<file path="src/hdl/tcdv_delay.sv">
// Valid and sideband delay line that tracks the latency of a pipelined unit.
// Standalone; no package needed.
module tcdv_delay #(
  parameter int W = 8,
  parameter int N = 4
) (
  input  logic         clk,
  input  logic         rst,
  input  logic         en,
  input  logic         vld_in,
  input  logic [W-1:0] data_in,
  output logic         vld_out,
  output logic [W-1:0] data_out
);

  logic         vld_q [N];
  logic [W-1:0] dat_q [N];

  // Valid chain, cleared by reset
  always_ff @(posedge clk) begin
    if (rst) begin
      for (int i = 0; i < N; i++) vld_q[i] <= 1'b0;
    end else if (en) begin
      vld_q[0] <= vld_in;
      for (int i = 1; i < N; i++) vld_q[i] <= vld_q[i-1];
    end
  end

  // Sideband chain
  always_ff @(posedge clk) begin
    if (en) begin
      dat_q[0] <= data_in;
      for (int i = 1; i < N; i++) dat_q[i] <= dat_q[i-1];
    end
  end

  assign vld_out  = vld_q[N-1];
  assign data_out = dat_q[N-1];

endmodule

</file>
<file path="config.mk">
export PLATFORM = sky130hd
export DESIGN_NAME = tcdv_delay
export DESIGN_NICKNAME = d
export VERILOG_FILES = /design/src/hdl/tcdv_delay.sv
export SDC_FILE = /design/constraint.sdc
export NUM_CORES = 1
export LEC_CHECK = 0
export BUFFER_PORTS_ARGS = -buffer_cell sky130_fd_sc_hd__buf_2
export CAP_MARGIN = 10
export CORE_MARGIN = 2
export CORE_UTILIZATION = 45
export CTS_CLUSTER_SIZE = 25
export DETAILED_ROUTE_END_ITERATION = 12
export GPL_TIMING_DRIVEN = 0
export HOLD_SLACK_MARGIN = 0.02
export MAX_ROUTING_LAYER = met4
export PLACE_DENSITY = 0.67
export SLEW_MARGIN = 40
export SYNTH_ARGS = -nofsm -noshare
export SYNTH_HDL_FRONTEND = slang
export SYNTH_SLANG_ARGS = --single-unit
</file>
<file path="constraint.sdc">
create_clock -name clk -period 0.95 [get_ports clk]
set_clock_uncertainty 0.1 [all_clocks]
set_input_delay 0.19 -clock clk [delete_from_list [all_inputs] [get_ports clk]]
set_output_delay 0.19 -clock clk [all_outputs]
set_load 0.02 [all_outputs]
</file>
# After elaboration in Yosys (flattened, before gate mapping)
# Memory sizes are Yosys's and may differ from the RTL's.
# Index checks and enable logic that the tools add are counted.
# totals
register_bits,0
ramBits,36
input_bits,12
out_inout_bits,9
word_cells,16
memories,2
# memory_table
memory,words,width,read_ports,rd_ports_with_merged_regs,write_ports,line,rtl
dat_q,4,8,4,0,4,17,logic [W-1:0] dat_q [N];
vld_q,4,1,4,0,4,16,logic vld_q [N];
# op_classes
mux,10
bitwise_logic,4
# ops
op,count
2-to-1 mux 1 bit,10
OR 1 bit,4

# Logic depth before layout (Yosys ltp)
# Gate-level depths: netlist of run 1.
# logic_depth
depth_word,4
mapped_depth,1
depth_no_buf,1

# Least setup slack after synthesis of run 1
# No wires, ideal clock.
# synth_path
path_type,flip-flop to flip-flop
from,memory vld_q[2][0] (netlist: vld_q[0][2])
to,"memory vld_q[3][0] (netlist: vld_q[0][3]), data pin"
setup_ns,0.255
arrival_time_ns,0.491
required_ns,0.595
setup_slack_ns,0.104
stages_incl_launch_ff,2
path_buffers,0
period_less_slack_ns,0.846
path_cell_list,edfxtp_1 > and3b_1
# synth_rtl
item,line
from (decl),16

==> results.yml, run 1 <==
run_status:
  status: "finished, violations left"
  failed_checks: "setup timing"
sta:
  rsz0062_at_grt: "yes"
  finalCritPeriodShare: 1.229
  setup_ws_ns: -0.2179
  fmax_mhz: 856.2
  final_hold_viol_count: 0
  final.min_clock_period_ns: 1.168
  finalSetupViolations: 9
  tightest_slew_ns: 0.4183
  final_max_slew_viol_count: 0
  holdWs_ns: 0.08417
  maxSlewHeadroom: 0.7212
global_routing:
  grt_pass1_wl_mm: 1.925
  antenna_found_initial: 0
  grt-ovfl-total: 0
  grt_pass1_vias: 461
  grtUsageTotal: 0.1131
  grt_max_degree: 38
worst_setup_path:
  cp_max_fo: 1
  reg2reg_slack_ns: 0.06
  cp-start-kind: "flop"
  r2r_end: "vld_q[0][1]"
  worst-path-stages: 1
  r2r-start: "vld_q[0][0]"
  cp-startpoint: "vld_q[0][3]"
  crit_buf_inv: 1
  slowest_delay_ns: 0.41
  path_delay_family: "flip-flops"
  cpMaxStageDelayCell: "edfxtp_1"
  arrival_ns: 0.88
  crit_path_end: "vld_out"
  rr_worst_depth: 1
  cp-end-kind: "primary output"
  worstPathRequired_ns: 0.66
  criticalPathCategory: "reg2out"
  path_cells: "buf_6"
power_and_ir_drop:
  clockPowerShare: 0.260
  p_sw_frac: 0.1936
  peakVddDrop_mv: 1.416
  power_mw: 2.761
  internal_power_mw: 2.226
  power.switching_uw: 534.6
  pwr-share-seq: 0.686
  cellLeakagePower_nw: 0.5406
  combPwrFrac: 0.054
  powerDensity_mw_per_mm2: 1932
die:
  ios: 21
  die-area_sq_mm: 0.002910
  core_sq_mm: 0.002410
  initial_core_util: 0.4657
  die_y_microns: 53.94
  rows: 18
  die_x_microns: 53.94
synthesis:
  yosys_most_used_dff: "edfxtp_1"
  yosys_warnings: 0
  synth_top_cells_by_count: "edfxtp_1, and3b_1, or2_1"
  synth_area_leaders: "edfxtp_1, and3b_1, or2_1"
  synth_nets: 53
  ys_seq_area_frac: 0.9632
  async_flop_share: 0
  yosysMostFrequentCell: "edfxtp_1"
  synth.distinct_cells: 3
  synth-edff-count: 36
  avgSynthCellArea_sq_um: 27.37
  syn_inst: 41
  syn_area_sq_mm: 0.001122
  synth_top_area_share: 0.9632
  ys_ff_latch: 36
  yosysTopAreaCell: "edfxtp_1"
routing:
  viasPerCell: 4.533
  wirelength_mm: 1.278
  drcViolationCount: 0
  drt-initial-drc-count: 9
  avgRoutedWirePerCell_microns: 11.94
  vias: 485
  postRouteAntennaNets: 0
  first_pass_iters: 4
clock_tree:
  h-tree-depth: 2
  cts_tree: "yes"
  numCtsBuffers: 5
  root_buffer: "clkbuf_4"
  cts_setup_buffers: 0
  path_clk_slew_ns: 0.09
  cts.sinks: 36
  clk_latency_ns: 0.32
  cts_max_path_buffers: 2
finish:
  final_nets: 88
  num-fill-cells: 177
  stdcell_area_sq_mm: 0.001429
  fin_util: 0.5929
  area_growth_pct: 27.31
  num_antenna_cells: 0
  drive_above_1_share: 0.3247
place:
  dp_slack_ns: -0.5349
  dp_hpwl_microns: 777.5
  place_area_sq_mm: 0.001260
  portBuffers: 20
  gp_congestion: 0.5860
flow_run:
  maxCapViolCount: 0
min_path:
  hold_path.class: "in2reg"
## what timing repair did
| item | 4_1_cts | 5_1_grt |
|---|---|---|
| hold buffers | 8 | 0 |
| resized for setup | 1 | 12 |
| endpoints found under the setup margin | 13 | 9 |
| hold endpoints to repair | 8 | 0 |
## sequential cells by signal, indices dropped and copies added, names as in the netlist
register  flops
dat_q        32
vld_q         4
## routing by layer
layer  vias to the layer above  track usage  part of all wire
li1                        236            -                 -
met3                         6      0.07500             0.089
met2                        22       0.1870              0.52
met4                         0      0.07692             0.029
met1                       221      0.08604              0.36
met5                         -            -                 0
## worst min path at each step
stage	startpoint	cells after the start	end	slack [ns]
4_1_cts	vld_in	2	vld_q[0][0]	0.07
3_5_place_dp	data_in[7]	1	dat_q[0][7]	0.27
6_report	vld_in	2	vld_q[0][0]	0.08
2_1_floorplan	data_in[0]	0	dat_q[0][0]	0.19
5_1_grt	vld_in	2	vld_q[0][0]	0.09
3_3_place_gp	data_in[6]	1	dat_q[0][6]	0.27
## final cells by class
cell class	instances	area [sq um]	area share
Sequential cell	36	1081	0.7566
Tap cell	30	37.54	0.02627
Clock inverter	1	3.754	0.002627
Timing Repair Buffer	28	220.2	0.1541
Clock buffer	7	45.04	0.03152
Multi-Input combinational cell	5	41.29	0.02890
## metrics by stage
| stage | cells | TNS (ns) |
|---|---|---|
| finish | 107 | -1.746 |
| detailed placement | 91 | -13.06 |
| global route | 107 | -2.214 |
| CTS | 107 | -1.932 |
| floorplan | 41 | 0 |
| global placement | 91 | -11.63 |
## cell families (layout without fill, tap and decap cells)
| group | Yosys count | in the layout | synth area share |
|---|---|---|---|
| buffers and inverters | 0 | 36 | 0 |
| flip-flops | 36 | 36 | 0.9632 |
| AND/OR/NAND/NOR | 5 | 5 | 0.03679 |
## power by group through the flow
stage,logic (mW),registers (mW),clock network [mW]
floorplan,0.00879,1.95,0
global route,0.163,1.90,0.814
detailed placement,0.110,1.93,0
finish,0.150,1.89,0.717
CTS,0.135,1.89,0.750
global placement,0.104,1.92,0
## layout by cell type, fill, tap and decap left out
| cell | instances |
|---|---|
| and3b_1 | 4 |
| buf_2 | 13 |
| buf_4 | 1 |
| buf_6 | 6 |
| clkbuf_1 | 2 |
| clkbuf_4 | 5 |
| clkinv_1 | 1 |
| dlygate4sd3_1 | 8 |
| edfxtp_1 | 36 |
| or2_1 | 1 |
(Power assumes the default switching activity.)
==> inputs of run 2 (changes only) <==
--- a/config.mk
+++ b/config.mk
@@ -8,13 +8,12 @@
 export BUFFER_PORTS_ARGS = -buffer_cell sky130_fd_sc_hd__buf_2
 export CAP_MARGIN = 10
 export CORE_MARGIN = 2
-export CORE_UTILIZATION = 45
+export CORE_UTILIZATION = 40
 export CTS_CLUSTER_SIZE = 25
 export DETAILED_ROUTE_END_ITERATION = 12
 export GPL_TIMING_DRIVEN = 0
 export HOLD_SLACK_MARGIN = 0.02
 export MAX_ROUTING_LAYER = met4
-export PLACE_DENSITY = 0.67
 export SLEW_MARGIN = 40
 export SYNTH_ARGS = -nofsm -noshare
 export SYNTH_HDL_FRONTEND = slang
==> run 2 against run 1 <==
  * The run still ends with setup timing left
  * Sequential cell count unchanged
  * Register-to-register slack got worse by 0.02 ns
  * Sequential power about the same
  * Total power decreased by 1.1%
  * Maximum frequency increased by 0.47%
  * Largest cell class unchanged
  * Largest power group unchanged
==> results.yml, run 2 (synthesis results as in run 1) <==
worst_setup_path:
  slowest_delay_ns: 0.38
  path_delay_family: "flip-flops"
  arrival_ns: 0.87
  cp_max_fo: 1
  criticalPathCategory: "reg2out"
  path_cells: "buf_2"
  worstPathRequired_ns: 0.66
  cpMaxStageDelayCell: "edfxtp_1"
  r2r-start: "vld_q[0][1]"
  r2r_end: "vld_q[0][2]"
  rr_worst_depth: 1
  cp-end-kind: "primary output"
  reg2reg_slack_ns: 0.04
  crit_buf_inv: 1
  cp-start-kind: "flop"
routing:
  postRouteAntennaNets: 0
  viasPerCell: 4.617
  vias: 494
  highest_layer: "met4"
  met1Wirelength_microns: 497
  wirelength_mm: 1.276
  first_pass_iters: 3
  dr_wl_met2_microns: 629
  drt-initial-drc-count: 10
  route.met3.wl_microns: 102
  drcViolationCount: 0
  avgRoutedWirePerCell_microns: 11.93
finish:
  num_antenna_cells: 0
  regMostFlops: "dat_q"
  top_regs: "dat_q (32), vld_q (4)"
  area_growth_pct: 24.41
  num-fill-cells: 235
  final_nets: 88
  final_common_cell: "edfxtp_1"
  stdcell_area_sq_mm: 0.001396
  largest_reg_flops: 32
  layout_common_cells: "edfxtp_1, buf_2, dlygate4sd3_1"
  drive_above_1_share: 0.3421
clock_tree:
  h-tree-depth: 2
  numCtsBuffers: 5
  root_buffer: "clkbuf_4"
  cts_tree: "yes"
  clk_latency_ns: 0.32
  path_clk_slew_ns: 0.10
  cts_max_path_buffers: 2
  cts.sinks: 36
  cts_setup_buffers: 0
global_routing:
  grt_max_degree: 38
  grt-ovfl-total: 0
  grt_pass1_vias: 438
  grtUsageTotal: 0.09421
  antenna_found_initial: 0
  grt_pass1_wl_mm: 1.966
sta:
  rsz0062_at_grt: "yes"
  fmax_mhz: 860.2
  final.min_clock_period_ns: 1.162
  final_max_slew_viol_count: 0
  setup_ws_ns: -0.2125
  finalCritPeriodShare: 1.224
  final_hold_viol_count: 0
  finalSetupViolations: 9
  maxSlewHeadroom: 0.7261
  tightest_slew_ns: 0.4109
min_path:
  worstHoldStart: "vld_in"
  hold_depth: 2
  min_to: "vld_q[0][0]"
  hold_path.class: "in2reg"
place:
  gp_congestion: 0.5791
  place_area_sq_mm: 0.001261
  dp_slack_ns: -0.5244
  portBuffers: 20
die:
  core_sq_mm: 0.002710
  die_x_microns: 56.97
  die_y_microns: 56.97
  initial_core_util: 0.4141
  rows: 19
  ios: 21
  die-area_sq_mm: 0.003246
power_and_ir_drop:
  powerDensity_mw_per_mm2: 1956
  peakVddDrop_mv: 1.233
  power_mw: 2.731
  cellLeakagePower_nw: 0.5320
run_status:
  status: "finished, violations left"
  failed_checks: "setup timing"
flow_run:
  maxCapViolCount: 0
run 2: worst max-delay path by stage:
stage | startpoint | end | cells past startpoint
after floorplan | vld_q[0][2] | vld_q[0][3] | 1
after global placement | en | vld_q[0][0] | 2
after detailed placement | en | vld_q[0][1] | 2
after CTS | dat_q[3][7] | data_out[7] | 1
after global routing | dat_q[3][1] | data_out[1] | 1
final | dat_q[3][7] | data_out[7] | 1
run 2: cell type report:
type                       count  area [sq um]  area share
sequential                    36          1081      0.7742
timing repair buffer          28         188.9      0.1353
multi-input combinational      5         41.29     0.02957
clock buffer                   6         41.29     0.02957
tap                           31         38.79     0.02778
clock inverter                 1         5.005    0.003584
run 2: metrics by stage:
step	hold slack, ns	setup TNS, ns	utilization	std cells
6_report	0.08353	-1.714	0.5152	107
5_1_grt	0.07686	-2.182	0.5152	107
4_1_cts	0.06107	-1.942	0.5129	107
3_5_place_dp	0.2681	-13.07	0.4654	92
3_3_place_gp	0.2666	-11.54	0.4654	92
2_1_floorplan	0.1889	0	-	41
run 2: timing repair:
item,4_1_cts,5_1_grt
hold buffers,8,0
setup endpoints to repair,13,9
gates resized for setup,1,2
gates cloned,0,0
hold endpoints to repair,8,0
run 2: report_power, final:
part	switching (mW)	internal (mW)	leakage (nW)
logic	0.0737	0.0605	0.147
registers	0.0245	1.87	0.357
clock network	0.432	0.272	0.0281
run 2: metal layers:
metal,track usage,up-vias
li1,-,234
met1,0.09464,234
met2,0.1297,21
met3,0.05442,5
met4,0.07973,0
met5,-,-
==> inputs of run 3 (changes only) <==
--- a/config.mk
+++ b/config.mk
@@ -14,6 +14,7 @@
 export GPL_TIMING_DRIVEN = 0
 export HOLD_SLACK_MARGIN = 0.02
 export MAX_ROUTING_LAYER = met4
+export SKIP_CTS_REPAIR_TIMING = 1
 export SLEW_MARGIN = 40
 export SYNTH_ARGS = -nofsm -noshare
 export SYNTH_HDL_FRONTEND = slang
==> run 3 against run 2 <==
  * The run still ends with setup timing left
  * Non-clock buffer count did not move
  * Register-to-register slack barely moved
  * Maximum frequency fell by 0.31%
  * First-iteration DRC count fell by 20%
  * Highest routed layer unchanged
==> results.yml, run 3 (synthesis results as in run 1) <==
worst_setup_path:
  path_delay_family: "flip-flops"
  worstPathRequired_ns: 0.66
  r2r-start: "vld_q[0][1]"
  reg2reg_slack_ns: 0.04
  arrival_ns: 0.88
  rr_worst_depth: 1
  path_cells: "buf_2"
  slowest_delay_ns: 0.38
  r2r_end: "vld_q[0][2]"
  crit_buf_inv: 1
  cp-start-kind: "flop"
  cp-end-kind: "primary output"
  cp_max_fo: 1
  criticalPathCategory: "reg2out"
  cpMaxStageDelayCell: "edfxtp_1"
finish:
  drive_above_1_share: 0.3421
  regMostFlops: "dat_q"
  num_antenna_cells: 0
  layout_common_cells: "edfxtp_1, buf_2, dlygate4sd3_1"
  top_regs: "dat_q (32), vld_q (4)"
  largest_reg_flops: 32
  area_growth_pct: 24.41
  fin_util: 0.5152
  final_common_cell: "edfxtp_1"
  final_nets: 88
global_routing:
  grt_pass1_wl_mm: 1.869
  grt-ovfl-total: 0
  grtUsageMet3: 0.05442
  busiest_layer: "met2"
  use_met1: 0.09005
  antenna_found_initial: 0
  grt_max_degree: 38
  grt_pass1_vias: 422
  grtUsageMet2: 0.1215
  grtUsageTotal: 0.09022
power_and_ir_drop:
  peakVddDrop_mv: 1.242
  internal_power_mw: 2.200
  powerDensity_mw_per_mm2: 1960
  cellLeakagePower_nw: 0.5320
  power_mw: 2.737
  clockPowerShare: 0.260
  power.switching_uw: 537.0
  pwr-share-seq: 0.691
  p_sw_frac: 0.1962
  combPwrFrac: 0.049
routing:
  wirelength_mm: 1.283
  vias: 485
  drt-initial-drc-count: 8
  drcViolationCount: 0
  first_pass_iters: 4
  viasPerCell: 4.533
  postRouteAntennaNets: 0
  avgRoutedWirePerCell_microns: 11.99
place:
  dp_slack_ns: -0.5244
  portBuffers: 20
  gp_congestion: 0.5791
sta:
  finalSetupViolations: 9
  holdWs_ns: 0.08236
  fmax_mhz: 857.5
  tns_ns: -1.738
  final_hold_viol_count: 0
  setup_ws_ns: -0.2161
  maxSlewHeadroom: 0.7263
  final.min_clock_period_ns: 1.166
  rsz0062_at_grt: "yes"
  finalCritPeriodShare: 1.227
  final_max_slew_viol_count: 0
  tightest_slew_ns: 0.4105
min_path:
  hold_path.class: "in2reg"
  hold_depth: 2
  worstHoldStart: "vld_in"
  min_to: "vld_q[0][0]"
clock_tree:
  numCtsBuffers: 5
  cts.sinks: 36
  root_buffer: "clkbuf_4"
  h-tree-depth: 2
  cts_max_path_buffers: 2
  clk_latency_ns: 0.32
  cts_tree: "yes"
  path_clk_slew_ns: 0.10
die:
  initial_core_util: 0.4141
  rows: 19
  ios: 21
  core_sq_mm: 0.002710
  die_x_microns: 56.97
  die_y_microns: 56.97
  die-area_sq_mm: 0.003246
run_status:
  failed_checks: "setup timing"
  status: "finished, violations left"
flow_run:
  maxCapViolCount: 0
[run 3: layer usage]
layer	wire length (microns)	up-vias
met1	534	228
met2	623	21
met4	21	0
met3	104	2
met5	0	-
li1	-	234
[run 3: area by class of cell]
| class | instances | area (sq um) |
|---|---|---|
| Clock buffer | 6 | 41.29 |
| Clock inverter | 1 | 5.005 |
| Fill cell | 239 | 1314 |
| Multi-Input combinational cell | 5 | 41.29 |
| Sequential cell | 36 | 1081 |
| Tap cell | 31 | 38.79 |
| Timing Repair Buffer | 28 | 188.9 |
[run 3: worst max-delay path by stage]
stage	from	depth (start not counted)	slack [ns]	end
2_1_floorplan	vld_q[0][2]	1	0.10	vld_q[0][3]
3_3_place_gp	en	2	-0.47	vld_q[0][0]
3_5_place_dp	en	2	-0.52	vld_q[0][1]
4_1_cts	dat_q[3][7]	1	-0.24	data_out[7]
5_1_grt	dat_q[3][1]	1	-0.26	data_out[1]
6_report	dat_q[3][7]	1	-0.22	data_out[7]
[run 3: through the flow]
stage / std cells / cell area, sq um
3_3_place_gp: 92 / 1261
3_5_place_dp: 92 / 1261
6_report: 107 / 1396
4_1_cts: 99 / 1308
2_1_floorplan: 41 / 1122
5_1_grt: 107 / 1396
[run 3: power by group through the flow]
stage	Combinational, mW	Sequential (mW)	Clock (mW)
4_1_cts	0.108	1.89	0.744
3_3_place_gp	0.104	1.92	0
2_1_floorplan	0.00879	1.95	0
3_5_place_dp	0.108	1.93	0
6_report	0.134	1.89	0.711
5_1_grt	0.145	1.90	0.824
